<file path="src/design/eph_pkg.sv">
// eph_pkg: shared types and constants for the ADC entropy pool harvester.
// No dependencies. Used by eph_cell, the top level and the checker.
`timescale 1ns / 1ps

package eph_pkg;

    // Fixed field widths
    localparam int WORD_W    = 16;  // pool word
    localparam int SAMPLE_W  = 10;  // ADC conversion result
    localparam int BYTE_W    = 8;   // harvested byte
    localparam int CFG_W     = 16;  // request length register
    localparam int IN_DATA_W = 16;  // sample padded to whole bytes

    // Samples folded per pool word in one round
    localparam int ROUND_PER_WORD = 16;

    // Input item kinds carried on tuser
    localparam logic ACT_START  = 1'b0;
    localparam logic ACT_SAMPLE = 1'b1;

    typedef enum logic
    {
        ST_COLLECT,
        ST_EMIT
    } state_t;

endpackage

</file>
<file path="src/design/eph_cell.sv">
// eph_cell: one pool word of the harvester's shift ring.
// Depends on eph_pkg for the word width.
`timescale 1ns / 1ps

module eph_cell
(
    input  logic                      clk,
    input  logic                      rst_n,
    input  logic                      clear,
    input  logic                      shift,
    input  logic [eph_pkg::WORD_W-1:0] d_in,
    output logic [eph_pkg::WORD_W-1:0] q
);
    import eph_pkg::*;

    logic [WORD_W-1:0] word_reg;
    logic [WORD_W-1:0] word_next;

    always_comb
    begin
        word_next = word_reg;
        if (clear)
        begin
            word_next = '0;
        end
        else if (shift)
        begin
            word_next = d_in;
        end
    end

    always_ff @(posedge clk or negedge rst_n)
    begin
        if (!rst_n)
        begin
            word_reg <= '0;
        end
        else
        begin
            word_reg <= word_next;
        end
    end

    assign q = word_reg;

endmodule

</file>
<file path="src/design/adc_entropy_pool_harvester_unit.sv">
// adc_entropy_pool_harvester_unit: top level of the ADC entropy pool harvester.
// Depends on eph_pkg and eph_cell.
`timescale 1ns / 1ps

// Folds 10-bit ADC noise samples into a pool of POOL_WORDS 16-bit words and
// hands out the pool as random bytes. A start item (tuser = 0) clears the
// pool, loads the byte count from the request_bytes register (cfg port) and
// arms the block; a sample item (tuser = 1) rotates the current word left by
// ROTATE_AMOUNT and XORs in the sample, words taken round-robin. After
// 16*POOL_WORDS samples the pool goes out as up to 2*POOL_WORDS bytes, word 0
// first, low byte first, cut short when the request runs out; tlast marks the
// last byte of a burst and tuser marks the byte that completes the request.
// Samples while not armed are dropped. The input accepts one item per cycle
// while collecting. The pool is a ring of cells that shifts by one word per
// sample (and per two bytes on emission), so the word being worked on always
// sits in cell 0. The burst after a full round holds off the input until its
// last byte is loaded into the output register, so any stall on the output
// lengthens it; the single output register lets the next item in while the
// last byte still waits to be taken.
module adc_entropy_pool_harvester_unit
#(
    parameter int POOL_WORDS    = 8,   // 1 .. 16
    parameter int ROTATE_AMOUNT = 5    // 1 .. 15
)
(
    input  logic                          clk,
    input  logic                          rst_n,

    // configuration: request_bytes
    input  logic                          cfg_valid,
    output logic                          cfg_ready,
    input  logic [eph_pkg::CFG_W-1:0]     cfg_data,

    // input items
    input  logic                          s_tvalid,
    output logic                          s_tready,
    input  logic [eph_pkg::IN_DATA_W-1:0] s_tdata,   // [9:0] sample, [15:10] zero
    input  logic                          s_tuser,   // [0] action

    // result items
    output logic                          m_tvalid,
    input  logic                          m_tready,
    output logic [eph_pkg::BYTE_W-1:0]    m_tdata,   // [7:0] out_byte
    output logic                          m_tlast,   // last_of_run
    output logic                          m_tuser    // [0] request_done
);
    import eph_pkg::*;

    localparam int ROUND_SAMPLES = ROUND_PER_WORD * POOL_WORDS;
    localparam int CNT_W         = $clog2(ROUND_SAMPLES);
    localparam int BIDX_W        = $clog2(2 * POOL_WORDS);
    localparam logic [CNT_W-1:0]  LAST_CNT  = CNT_W'(ROUND_SAMPLES - 1);
    localparam logic [BIDX_W-1:0] LAST_BIDX = BIDX_W'(2 * POOL_WORDS - 1);

    // control state
    state_t              state_reg, state_next;
    logic                running_reg, running_next;
    logic [CFG_W-1:0]    req_reg, req_next;
    logic [CFG_W-1:0]    left_reg, left_next;
    logic [CNT_W-1:0]    cnt_reg, cnt_next;
    logic [BIDX_W-1:0]   bidx_reg, bidx_next;

    // output register
    logic                ovalid_reg, ovalid_next;
    logic [BYTE_W-1:0]   obyte_reg, obyte_next;
    logic                olast_reg, olast_next;
    logic                odone_reg, odone_next;

    // ring
    logic [WORD_W-1:0]   word_q [POOL_WORDS];
    logic [WORD_W-1:0]   head;
    logic [WORD_W-1:0]   folded;
    logic [WORD_W-1:0]   feedback;
    logic                ring_clear;
    logic                ring_shift;

    // handshakes and events
    logic                in_fire;
    logic                is_start;
    logic                is_sample;
    logic                round_end;
    logic                out_free;
    logic                emit_fire;
    logic                emit_done;   // byte that completes the request
    logic                emit_last;   // last byte of this burst

    assign cfg_ready = 1'b1;

    assign in_fire   = s_tvalid & s_tready;
    assign is_start  = in_fire & (s_tuser == ACT_START);
    assign is_sample = in_fire & (s_tuser == ACT_SAMPLE) & running_reg;
    assign round_end = is_sample & (cnt_reg == LAST_CNT);

    assign out_free  = ~ovalid_reg | m_tready;
    assign emit_fire = (state_reg == ST_EMIT) & out_free;
    assign emit_done = (left_reg == CFG_W'(1));
    assign emit_last = emit_fire & (emit_done | (bidx_reg == LAST_BIDX));

    // fold: rotate the head word left and mix in the sample
    assign head   = word_q[0];
    assign folded = {head[WORD_W-1-ROTATE_AMOUNT:0], head[WORD_W-1:WORD_W-ROTATE_AMOUNT]}
                    ^ {{(WORD_W - SAMPLE_W){1'b0}}, s_tdata[SAMPLE_W-1:0]};

    // next state
    always_comb
    begin
        state_next = state_reg;
        unique case (state_reg)
            ST_COLLECT:
            begin
                if (round_end && (left_reg != '0))
                begin
                    state_next = ST_EMIT;
                end
            end
            ST_EMIT:
            begin
                if (emit_last)
                begin
                    state_next = ST_COLLECT;
                end
            end
            default:
            begin
                state_next = ST_COLLECT;
            end
        endcase
    end

    // state-dependent outputs and ring control
    always_comb
    begin
        s_tready   = 1'b0;
        ring_clear = 1'b0;
        ring_shift = 1'b0;
        feedback   = head;
        unique case (state_reg)
            ST_COLLECT:
            begin
                s_tready   = 1'b1;
                ring_clear = is_start;
                ring_shift = is_sample;
                feedback   = folded;
            end
            ST_EMIT:
            begin
                // advance one word after its high byte goes out
                ring_shift = emit_fire & bidx_reg[0];
                feedback   = head;
            end
            default:
            begin
                s_tready = 1'b0;
            end
        endcase
    end

    // counters, request bookkeeping, output register
    always_comb
    begin
        running_next = running_reg;
        req_next     = req_reg;
        left_next    = left_reg;
        cnt_next     = cnt_reg;
        bidx_next    = bidx_reg;
        ovalid_next  = ovalid_reg & ~m_tready;
        obyte_next   = obyte_reg;
        olast_next   = olast_reg;
        odone_next   = odone_reg;

        if (cfg_valid && cfg_ready)
        begin
            req_next = cfg_data;
        end

        if (is_start)
        begin
            running_next = 1'b1;
            left_next    = req_reg;
            cnt_next     = '0;
        end
        else if (is_sample)
        begin
            cnt_next = round_end ? '0 : cnt_reg + CNT_W'(1);
            // zero-byte request: one round, then idle with nothing emitted
            if (round_end && (left_reg == '0))
            begin
                running_next = 1'b0;
            end
        end

        if (emit_fire)
        begin
            ovalid_next = 1'b1;
            obyte_next  = bidx_reg[0] ? head[WORD_W-1:BYTE_W] : head[BYTE_W-1:0];
            olast_next  = emit_done | (bidx_reg == LAST_BIDX);
            odone_next  = emit_done;
            left_next   = left_reg - CFG_W'(1);
            bidx_next   = emit_last ? '0 : bidx_reg + BIDX_W'(1);
            if (emit_done)
            begin
                running_next = 1'b0;
            end
        end
    end

    always_ff @(posedge clk or negedge rst_n)
    begin
        if (!rst_n)
        begin
            state_reg   <= ST_COLLECT;
            running_reg <= 1'b0;
            req_reg     <= '0;
            left_reg    <= '0;
            cnt_reg     <= '0;
            bidx_reg    <= '0;
            ovalid_reg  <= 1'b0;
        end
        else
        begin
            state_reg   <= state_next;
            running_reg <= running_next;
            req_reg     <= req_next;
            left_reg    <= left_next;
            cnt_reg     <= cnt_next;
            bidx_reg    <= bidx_next;
            ovalid_reg  <= ovalid_next;
        end
    end

    always_ff @(posedge clk)
    begin
        obyte_reg <= obyte_next;
        olast_reg <= olast_next;
        odone_reg <= odone_next;
    end

    // ring of pool cells: cell i takes cell i+1, the tail takes the feedback word
    for (genvar i = 0; i < POOL_WORDS; i++)
    begin : g_cell
        logic [WORD_W-1:0] d_in;
        if (i == POOL_WORDS - 1)
        begin : g_tail
            assign d_in = feedback;
        end
        else
        begin : g_body
            assign d_in = word_q[i+1];
        end

        eph_cell u_cell
        (
            .clk   (clk),
            .rst_n (rst_n),
            .clear (ring_clear),
            .shift (ring_shift),
            .d_in  (d_in),
            .q     (word_q[i])
        );
    end

    assign m_tvalid = ovalid_reg;
    assign m_tdata  = obyte_reg;
    assign m_tlast  = olast_reg;
    assign m_tuser  = odone_reg;

endmodule

</file>
<file path="config.mk">
export PLATFORM = sky130hd
export DESIGN_NAME = adc_entropy_pool_harvester_unit
export DESIGN_NICKNAME = d
export VERILOG_FILES = /design/src/design/eph_pkg.sv /design/src/design/eph_cell.sv /design/src/design/adc_entropy_pool_harvester_unit.sv
export SDC_FILE = /design/constraint.sdc
export NUM_CORES = 1
export LEC_CHECK = 0
export BUFFER_PORTS_ARGS = -buffer_cell sky130_fd_sc_hd__buf_4
export CAP_MARGIN = 10
export CORE_ASPECT_RATIO = 0.8
export CORE_MARGIN = 2
export CORE_UTILIZATION = 25
export DETAILED_ROUTE_END_ITERATION = 6
export SLEW_MARGIN = 15
export SYNTH_ARGS = -nofsm -noshare
export SYNTH_HDL_FRONTEND = slang
export SYNTH_SLANG_ARGS = --single-unit
</file>
<file path="constraint.sdc">
create_clock -name clk -period 1.9 [get_ports clk]
set_clock_uncertainty 0.15 [all_clocks]
set_input_delay 0 -clock clk [delete_from_list [all_inputs] [get_ports clk]]
set_output_delay 0 -clock clk [all_outputs]
set_load 0.05 [all_outputs]
</file>
==> out/metrics.yaml, run 1 <==
yosys:
  synth_commonest_cells: "nand2_1, dfrtp_1, o21ai_0"
  yosys.cell_count.top_type: "nand2_1"
  yosysTopAreaCellShare_pct: 54.6
  synth.area.top_cells: "dfrtp_1, nand2_1, o21ai_0"
  synthesis.nets: 869
  synth_cell_types: 53
  synthArstFlopShare_pct: 94.6
  netlist_instances: 826
  synth_edf_count: 10
  synth-seq-cells: 184
  synth_ff_type: "dfrtp_1"
  synth.largest_area_cell: "dfrtp_1"
  syn_area_um2: 7970
  seq_area_frac_synth_pct: 58.4
  yosysWarnings: 0
  synth_area_per_cell_um2: 9.65
global_routing:
  antenna_found_initial: 0
  track_usage_pct: 11.1
  grt_max_degree: 55
  overflow: 0
  grt_pass1_vias: 5833
  grt_pass1_wl_um: 30100
pwr:
  p_leak_nw: 4.47
  power_w: 0.00907
  p_per_area_nw_per_um2: 857
  ir_drop_uv: 585
die:
  die_w_um: 204
  fp.dieH_um: 164
  core_um2: 31400
  fp-row-count: 58
  ios: 51
  die-area_um2: 33300
  start_util_pct: 25.4
final_layout:
  largest_reg_flops: 128
  drive_gt1_share_pct: 21.0
  final_nets: 1000
  fin_area_um2: 10600
  area_growth_pct: 32.7
  stdcell_count: 1390
  antenna-diode-count: 0
place:
  place_area_um2: 9290
  dp_cells: 1303
  port_buffers: 43
  dp_hpwl_um: 11300
  gp_congestion: 0.815
  dpl_worst_slack_ps: -95.4
clock_network:
  clk_pin_slew_ps: 80
  numClockSinks: 184
  insertion_delay_ps: 430
  clock-root-buffer: "clkbuf_16"
  cts_tree: "yes"
  cts_buffers: 17
  cts_buffer_depth: 2
  htree_levels: 4
worst_hold_path:
  min_from: "g_cell[2].u_cell.q[15]"
  hold_class: "reg -> reg"
routing:
  drt_iter0_markers: 449
  routedWlPerCell_um: 13.1
  route.detailed.drc: 0
  ant_nets: 0
  routed_via_density: 4.44
  drt-total-wl_um: 18200
  via_count: 6168
  first_pass_iters: 5
sta:
  fin_ws_ps: -80.0
  setup_tns_ps: -242
  setup_viol: 5
  timing.fmax_ghz: 0.505
  rsz0062_at_grt: "true"
  period_minus_slack_ps: 1980
  hold_violations: 0
  slew_viol_final: 0
  fin_crit_sh_pct: 104
outcome:
  status: "finished, violations left"
  violations: "negative setup slack"
worst_setup_path:
  crit_type: "reg -> reg"
  cp_data_arrival_time_ps: 2150
  slowest_stage: "dfrtp_1"
  start_kind: "register"
  required_ps: 2070
  worst-path-buf-inv: 0
  path_cells: "or3_4 > or3_4 > or3_4 > o211a_1"
  endpoint_kind: "register"
  cpMostUsedCell: "or3_4"
  rr_startpoint: "left_reg[6]"
  crit_fanout: 6
  slowest_delay_ps: 380
  startpoint: "left_reg[6]"
  crit_family: "simple AND/OR/NAND/NOR gates"
flow_run:
  maxCapViolations: 0
## worst register-to-register path, stage by stage, from the launching register on
cell     delay, ps
dfrtp_1        380
or3_4          380
or3_4          380
or3_4          340
o211a_1        230
## routing by layer
layer  vias to the layer above  GRT usage (%)  wire length [um]  share of wire, %
met1                      2972           16.4              9500                52
li1                       3088              -                 -                 -
met2                        97           16.4              7910                43
met5                         -              0                 0                 0
met3                        11           2.46               620               3.4
met4                         0           2.92               147              0.81
## layout make-up
type                            instances  area (um2)
Clock buffer                           19         443
Fill cell                            3139       20800
Inverter                                7        26.3
Clock inverter                         13         133
Multi-Input combinational cell        579        3190
Timing Repair Buffer                  168        1600
Tap cell                              420         526
Sequential cell                       184        4660
## cell usage in the layout, fill, tap and decap left out, types with 3 or more instances in the layout
master	instances
dfrtp_1	173
o311ai_1	4
xnor2_1	12
inv_6	3
nand4_1	5
o211ai_1	4
nand2_1	259
or3_4	5
mux2i_1	6
inv_8	4
mux2_2	24
a311oi_1	4
ha_1	4
nand2b_1	3
buf_12	11
nor2_1	25
nand3_1	8
clkbuf_16	20
nor3_1	10
o31ai_1	17
inv_1	3
inv_2	3
o21ai_0	125
buf_4	102
buf_6	4
edfxtp_1	10
a21oi_1	20
a221o_1	3
dlygate4sd3_1	47
## final timing paths
check / end / slack [ps] / cells after the start
max: left_reg[11] / -80 / 4
min: g_cell[2].u_cell.q[15] / 330 / 2
max reg2reg: left_reg[11] / -80 / 4
min reg2reg: g_cell[2].u_cell.q[15] / 330 / 2
max in group asynchronous: g_cell[4].u_cell.q[14] / 560 / 4
min in group asynchronous: req_reg[4] / 460 / 3
## metrics by stage
step / hold slack, ps / util (%)
after global placement: -165 / 29.6
after global routing: 349 / 33.7
final: 329 / 33.7
after CTS: 335 / 33.0
after detailed placement: -163 / 29.6
after floorplan: -446 / -
## kinds of logic (layout without fill, tap and decap cells)
family          Yosys count  count (layout)  synth area share, %
mux                      30              30                 4.15
other cells               1               1               0.0471
compound gates          192             192                 14.0
flops                   184             184                 58.4
fa+ha+maj                 5               5                0.785
buf+inv                  63             207                 3.33
xor+xnor                 12              12                 1.32
simple gates            339             339                 18.0
## power breakdown
part           switching, W  internal [W]
clock               0.00165       0.00189
combinational      0.000569      0.000557
sequential         0.000182       0.00422
total               0.00240       0.00666
## repair_timing
item / CTS / global route
setup endpoints to repair: 7 / 97
gates cloned: 0 / 3
endpoints found under the hold margin: 209 / 0
resized for setup: 10 / 19
hold buffers: 47 / 0
pin swaps: 3 / 5
buffers inserted: 0 / 5
Note: power is estimated with default switching activity, not from simulation.
==> inputs of run 2 (changes only) <==
- SKIP_LAST_GASP: default -> 1
==> out/metrics.yaml, run 2 (synthesized netlist as in run 1, its figures left out) <==
outcome:
  status: "finished, violations left"  # unchanged
  violations: "negative setup slack"  # unchanged
pwr:
  ir_drop_uv: 585  # about the same
  pwr-share-comb_pct: 12.4  # about the same
  internal-power_w: 0.00666  # about the same
  p_per_area_nw_per_um2: 857  # about the same
  seqPwrFrac_pct: 48.6  # was 48.5%
  p_leak_nw: 4.47  # about the same
  clkPwrFrac_pct: 39.0  # was 39.1%
  p_sw_w: 0.00240  # about the same
  p_sw_share_pct: 26.5  # about the same
final_layout:
  largest_reg_flops: 128  # unchanged
  final_common_cell: "nand2_1"  # unchanged
  final-seq-area_um2: 4660  # unchanged
  fin_util_pct: 33.7  # unchanged
  final_nets: 1000  # unchanged
  antenna-diode-count: 0  # unchanged
  multi_input_area_um2: 3190  # unchanged
  fill_cells: 3139  # unchanged
  fin_area_um2: 10600  # unchanged
  drive_gt1_share_pct: 21.0  # unchanged
  final_cell_mix: "nand2_1, dfrtp_1, o21ai_0, buf_4, dlygate4sd3_1"  # unchanged
  area_growth_pct: 32.7  # unchanged
die:
  ios: 51  # unchanged
  fp-row-count: 58  # unchanged
  die-area_um2: 33300  # unchanged
  fp.dieH_um: 164  # unchanged
  start_util_pct: 25.4  # unchanged
  die_w_um: 204  # unchanged
  core_um2: 31400  # unchanged
global_routing:
  grt_pass1_vias: 5833  # unchanged
  grt_pass1_wl_um: 30100  # unchanged
  track_usage_pct: 11.1  # unchanged
  grt_max_degree: 55  # unchanged
  overflow: 0  # unchanged
  antenna_found_initial: 0  # unchanged
clock_network:
  insertion_delay_ps: 440  # was 430 ps
  htree_levels: 4  # unchanged
  clock-root-buffer: "clkbuf_16"  # unchanged
  clk_pin_slew_ps: 70  # was 80 ps
  cts_buffers: 17  # unchanged
  cts_buffer_depth: 2  # unchanged
  cts_tree: "yes"  # unchanged
  numClockSinks: 184  # unchanged
place:
  dpl_worst_slack_ps: -95.4  # unchanged
  gp_congestion: 0.815  # unchanged
  port_buffers: 43  # unchanged
  place_area_um2: 9290  # unchanged
  dp_hpwl_um: 11300  # unchanged
flow_run:
  maxCapViolations: 0  # unchanged
worst_setup_path:
  cpMostUsedCell: "or3_4"  # unchanged
  endpoint_kind: "register"  # unchanged
  required_ps: 2070  # about the same
  start_kind: "register"  # unchanged
  slowest_delay_ps: 380  # about the same
  crit_fanout: 6  # unchanged
  slowest_stage: "dfrtp_1"  # unchanged
  crit_type: "reg -> reg"  # unchanged
  path_cells: "or3_4 > or3_4 > or3_4 > o211a_1"  # unchanged
  cp_data_arrival_time_ps: 2140  # was 2150 ps
routing:
  ant_nets: 0  # unchanged
  routedWlPerCell_um: 13.1  # about the same
  drt-total-wl_um: 18200  # about the same
  via_count: 6156  # was 6168
  first_pass_iters: 5  # unchanged
  route.detailed.drc: 0  # unchanged
  drt_iter0_markers: 465  # was 449
  routed_via_density: 4.43  # was 4.44
sta:
  fin_crit_sh_pct: 104  # about the same
  setup_viol: 6  # was 5
  period_minus_slack_ps: 1970  # was 1980 ps
  rsz0062_at_grt: "true"  # unchanged
  fin_ws_ps: -69.9  # was -80.0 ps
  slew_viol_final: 0  # unchanged
  hold_violations: 0  # unchanged
  timing.fmax_ghz: 0.508  # was 0.505 GHz
  setup_tns_ps: -239  # was -242 ps
worst_hold_path:
  hold_class: "reg -> reg"  # unchanged
run 2: cell counts in the layout (fill, tap and decap cells not counted):
Identical to the previous run, type by type.
run 2: worst max-delay path: cells and delay by family, from the launching register on:
kind	cells	cell delay (ps)
flip-flops	1	380
AND/OR/NAND/NOR	3	1100
AO/OA/AOI/OAI	1	220
run 2: repair_timing:
| action | in CTS | in global routing |
|---|---|---|
| gates cloned | 0 | 3 |
| hold buffers | 47 | 0 |
| endpoints found under the hold margin | 209 | 0 |
| pin swaps | 3 | 5 |
| resized for setup | 10 | 18 |
| buffers inserted | 0 | 5 |
| endpoints found under the setup margin | 7 | 97 |
run 2: layout make-up:
type | instances | area share [%]
inverters | 7 | 0.248
well taps | 420 | 4.97
multi-input cells | 579 | 30.1
clock inverters | 13 | 1.25
flip-flops and latches | 184 | 44.0
clock buffers | 19 | 4.19
repair buffers | 168 | 15.2
run 2: path summary, 6_finish.rpt:
kind	slack [ps]	to	cells past startpoint	startpoint
worst max-delay path	-70	left_reg[11]	4	left_reg[6]
worst min-delay path	330	left_reg[5]	2	req_reg[5]
worst max register to register	-70	left_reg[11]	4	left_reg[6]
worst min register to register	330	left_reg[5]	2	req_reg[5]
max in group asynchronous	570	g_cell[4].u_cell.q[14]	4	rst_n
min in group asynchronous	460	req_reg[4]	3	rst_n
run 2: layer usage:
metal  track usage (%)  routed length [um]
met2              16.4                7900
met4              2.92                 155
met1              16.4                9500
met3              2.46                 599
met5                 0                   0
run 2: through the flow:
stage          cells  power, W  hold WS, ps
6_report        1390   0.00906          328
4_1_cts         1382   0.00905          335
3_3_place_gp    1303   0.00540         -165
2_1_floorplan    826   0.00493         -446
3_5_place_dp    1303   0.00542         -163
5_1_grt         1390   0.00948          349
run 2: power groups by stage:
stage | combinational [W] | sequential (W) | clock, W
6_report | 0.00112 | 0.00440 | 0.00354
5_1_grt | 0.00126 | 0.00444 | 0.00379
4_1_cts | 0.00107 | 0.00439 | 0.00359
3_5_place_dp | 0.000951 | 0.00447 | 0
3_3_place_gp | 0.000936 | 0.00446 | 0
2_1_floorplan | 0.000496 | 0.00444 | 0
==> inputs of run 3 (changes only) <==
--- a/config.mk
+++ b/config.mk
@@ -8,8 +8,11 @@
 export BUFFER_PORTS_ARGS = -buffer_cell sky130_fd_sc_hd__buf_4
 export CAP_MARGIN = 10
+export CELL_PAD_IN_SITES_DETAIL_PLACEMENT = 0
+export CELL_PAD_IN_SITES_GLOBAL_PLACEMENT = 1
 export CORE_ASPECT_RATIO = 0.8
 export CORE_MARGIN = 2
 export CORE_UTILIZATION = 25
 export DETAILED_ROUTE_END_ITERATION = 6
+export PLACE_DENSITY_LB_ADDON = 0.1
 export SKIP_LAST_GASP = 1
 export SLEW_MARGIN = 15
--- a/constraint.sdc
+++ b/constraint.sdc
@@ -3,3 +3,3 @@
 set_input_delay 0 -clock clk [delete_from_list [all_inputs] [get_ports clk]]
 set_output_delay 0 -clock clk [all_outputs]
-set_load 0.05 [all_outputs]
+set_load 0.02 [all_outputs]
==> out/metrics.yaml, run 3 (synthesized netlist as in run 1, its figures left out) <==
pwr:
  p_leak_nw: 4.44  # was 4.47 nW
  clkPwrFrac_pct: 39.0  # about the same
  ir_drop_uv: 492  # was 585 uV
  p_sw_w: 0.00238  # was 0.00240 W
  p_per_area_nw_per_um2: 859  # was 857 nW/um2
  p_sw_share_pct: 26.3  # was 26.5%
  pwr-share-comb_pct: 12.3  # was 12.4%
  power_w: 0.00904  # was 0.00906 W
  internal-power_w: 0.00667  # was 0.00666 W
  seqPwrFrac_pct: 48.7  # was 48.6%
sta:
  timing.fmax_ghz: 0.503  # was 0.508 GHz
  hold_violations: 0  # unchanged
  setup_viol: 3  # was 6
  setup_tns_ps: -164  # was -239 ps
  fin_ws_ps: -88.4  # was -69.9 ps
  slew_viol_final: 0  # unchanged
  fin_crit_sh_pct: 105  # was 104%
  rsz0062_at_grt: "true"  # unchanged
  period_minus_slack_ps: 1990  # was 1970 ps
die:
  start_util_pct: 25.4  # unchanged
  die-area_um2: 33300  # unchanged
  fp.dieH_um: 164  # unchanged
  die_w_um: 204  # unchanged
  ios: 51  # unchanged
  fp-row-count: 58  # unchanged
  core_um2: 31400  # unchanged
place:
  gp_congestion: 0.837  # was 0.815
  place_area_um2: 9300  # was 9290 um2
  port_buffers: 43  # unchanged
  dpl_worst_slack_ps: -95.1  # was -95.4 ps
  dp_hpwl_um: 13500  # was 11300 um
final_layout:
  final_common_cell: "nand2_1"  # unchanged
  area_growth_pct: 32.2  # was 32.7%
  antenna-diode-count: 0  # unchanged
  fin_util_pct: 33.5  # was 33.7%
  fin_area_um2: 10500  # was 10600 um2
  multi_input_area_um2: 3130  # was 3190 um2
  final_nets: 1000  # unchanged
  drive_gt1_share_pct: 20.4  # was 21.0%
  final_cell_mix: "nand2_1, dfrtp_1, o21ai_0, buf_4, dlygate4sd3_1"  # unchanged
  largest_reg_flops: 128  # unchanged
  final-seq-area_um2: 4650  # was 4660 um2
  fill_cells: 3197  # was 3139
routing:
  drt_iter0_markers: 353  # was 465
  first_pass_iters: 6  # was 5
  via_count: 6060  # was 6156
  routed_via_density: 4.36  # was 4.43
  route.detailed.drc: 0  # unchanged
  routedWlPerCell_um: 14.9  # was 13.1 um
  ant_nets: 0  # unchanged
  drt-total-wl_um: 20700  # was 18200 um
worst_setup_path:
  start_kind: "register"  # unchanged
  cp_data_arrival_time_ps: 2210  # was 2140 ps
  required_ps: 2130  # was 2070 ps
  crit_type: "reg -> reg"  # unchanged
  endpoint_kind: "register"  # unchanged
  crit_fanout: 3  # was 6
global_routing:
  grt_pass1_wl_um: 34300  # was 30100 um
  grt_max_degree: 68  # was 55
  antenna_found_initial: 0  # unchanged
  track_usage_pct: 13.2  # was 11.1%
  overflow: 0  # unchanged
  grt_pass1_vias: 6200  # was 5833
outcome:
  status: "finished, violations left"  # unchanged
  violations: "negative setup slack"  # unchanged
clock_network:
  clk_pin_slew_ps: 80  # was 70 ps
  cts_buffers: 17  # unchanged
  numClockSinks: 184  # unchanged
  cts_tree: "yes"  # unchanged
  htree_levels: 4  # unchanged
  clock-root-buffer: "clkbuf_16"  # unchanged
  cts_buffer_depth: 2  # unchanged
  insertion_delay_ps: 440  # about the same
flow_run:
  maxCapViolations: 0  # unchanged
worst_hold_path:
  hold_class: "in -> async"  # was reg -> reg
run 3: cell count changes in the layout (fill, tap and decap cells not counted), moves of 2 or more:
cell	delta
nor4_1	+2
inv_4	-2
nor4b_1	+2
buf_6	-2
clkinv_4	+2
buf_12	+2
clkinvlp_4	+2
inv_8	-4
nor4b_2	-2
run 3: layout make-up:
class / count / share of cell area [%]
Clock buffer: 20 / 4.34
Sequential cell: 184 / 44.2
Timing Repair Buffer: 168 / 15.4
Tap cell: 420 / 4.99
Multi-Input combinational cell: 579 / 29.7
Clock inverter: 12 / 1.10
Inverter: 7 / 0.249
run 3: metrics by stage:
step / hold WS, ps / std cells
after CTS: 12.1 / 1384
after global routing: 44.1 / 1390
after detailed placement: -206 / 1303
after global placement: -214 / 1303
final: 3.48 / 1390
after floorplan: -446 / 826
run 3: repair_timing:
action                                  4_1_cts  5_1_grt
resized for setup                             8       11
endpoints found under the setup margin       22       40
pin swaps                                     2        3
endpoints found under the hold margin       207        0
setup buffers                                 2        4
hold buffers                                 47        0
cloned                                        0        3
run 3: power by group through the flow:
stage | Combinational, W | Sequential, W | Clock [W]
floorplan | 0.000493 | 0.00444 | 0
global placement | 0.000946 | 0.00447 | 0
detailed placement | 0.000961 | 0.00448 | 0
CTS | 0.00109 | 0.00440 | 0.00366
global route | 0.00125 | 0.00444 | 0.00383
finish | 0.00111 | 0.00440 | 0.00353
run 3: path summary, 6_finish.rpt:
kind	startpoint	endpoint	slack, ps	cells after the start
setup / recovery	left_reg[10]	left_reg[14]	-90	4
hold / removal	rst_n	bidx_reg[0]	3	3
setup reg to reg	left_reg[10]	left_reg[14]	-90	4
hold reg to reg	g_cell[7].u_cell.q[6]	g_cell[7].u_cell.q[6]	330	2
max in group asynchronous	rst_n	g_cell[1].u_cell.q[4]	1220	3
min in group clk	g_cell[7].u_cell.q[6]	g_cell[7].u_cell.q[6]	330	2
run 3: per-layer routing:
| metal | global-route usage, % | part of all wire [%] | wire length, um | up-vias |
|---|---|---|---|---|
| met4 | 3.65 | 1.0 | 207 | 0 |
| li1 | - | - | - | 3076 |
| met3 | 2.68 | 2.3 | 482 | 13 |
| met5 | 0 | 0 | 0 | - |
| met1 | 19.2 | 54 | 11100 | 2914 |
| met2 | 19.7 | 43 | 8910 | 57 |
run 3: critical path, stage by stage (launching register included):
cell and delay [ps]:
dfrtp_1 400, or3_4 400, or4_4 490, or4_1 410, nand3_1 80
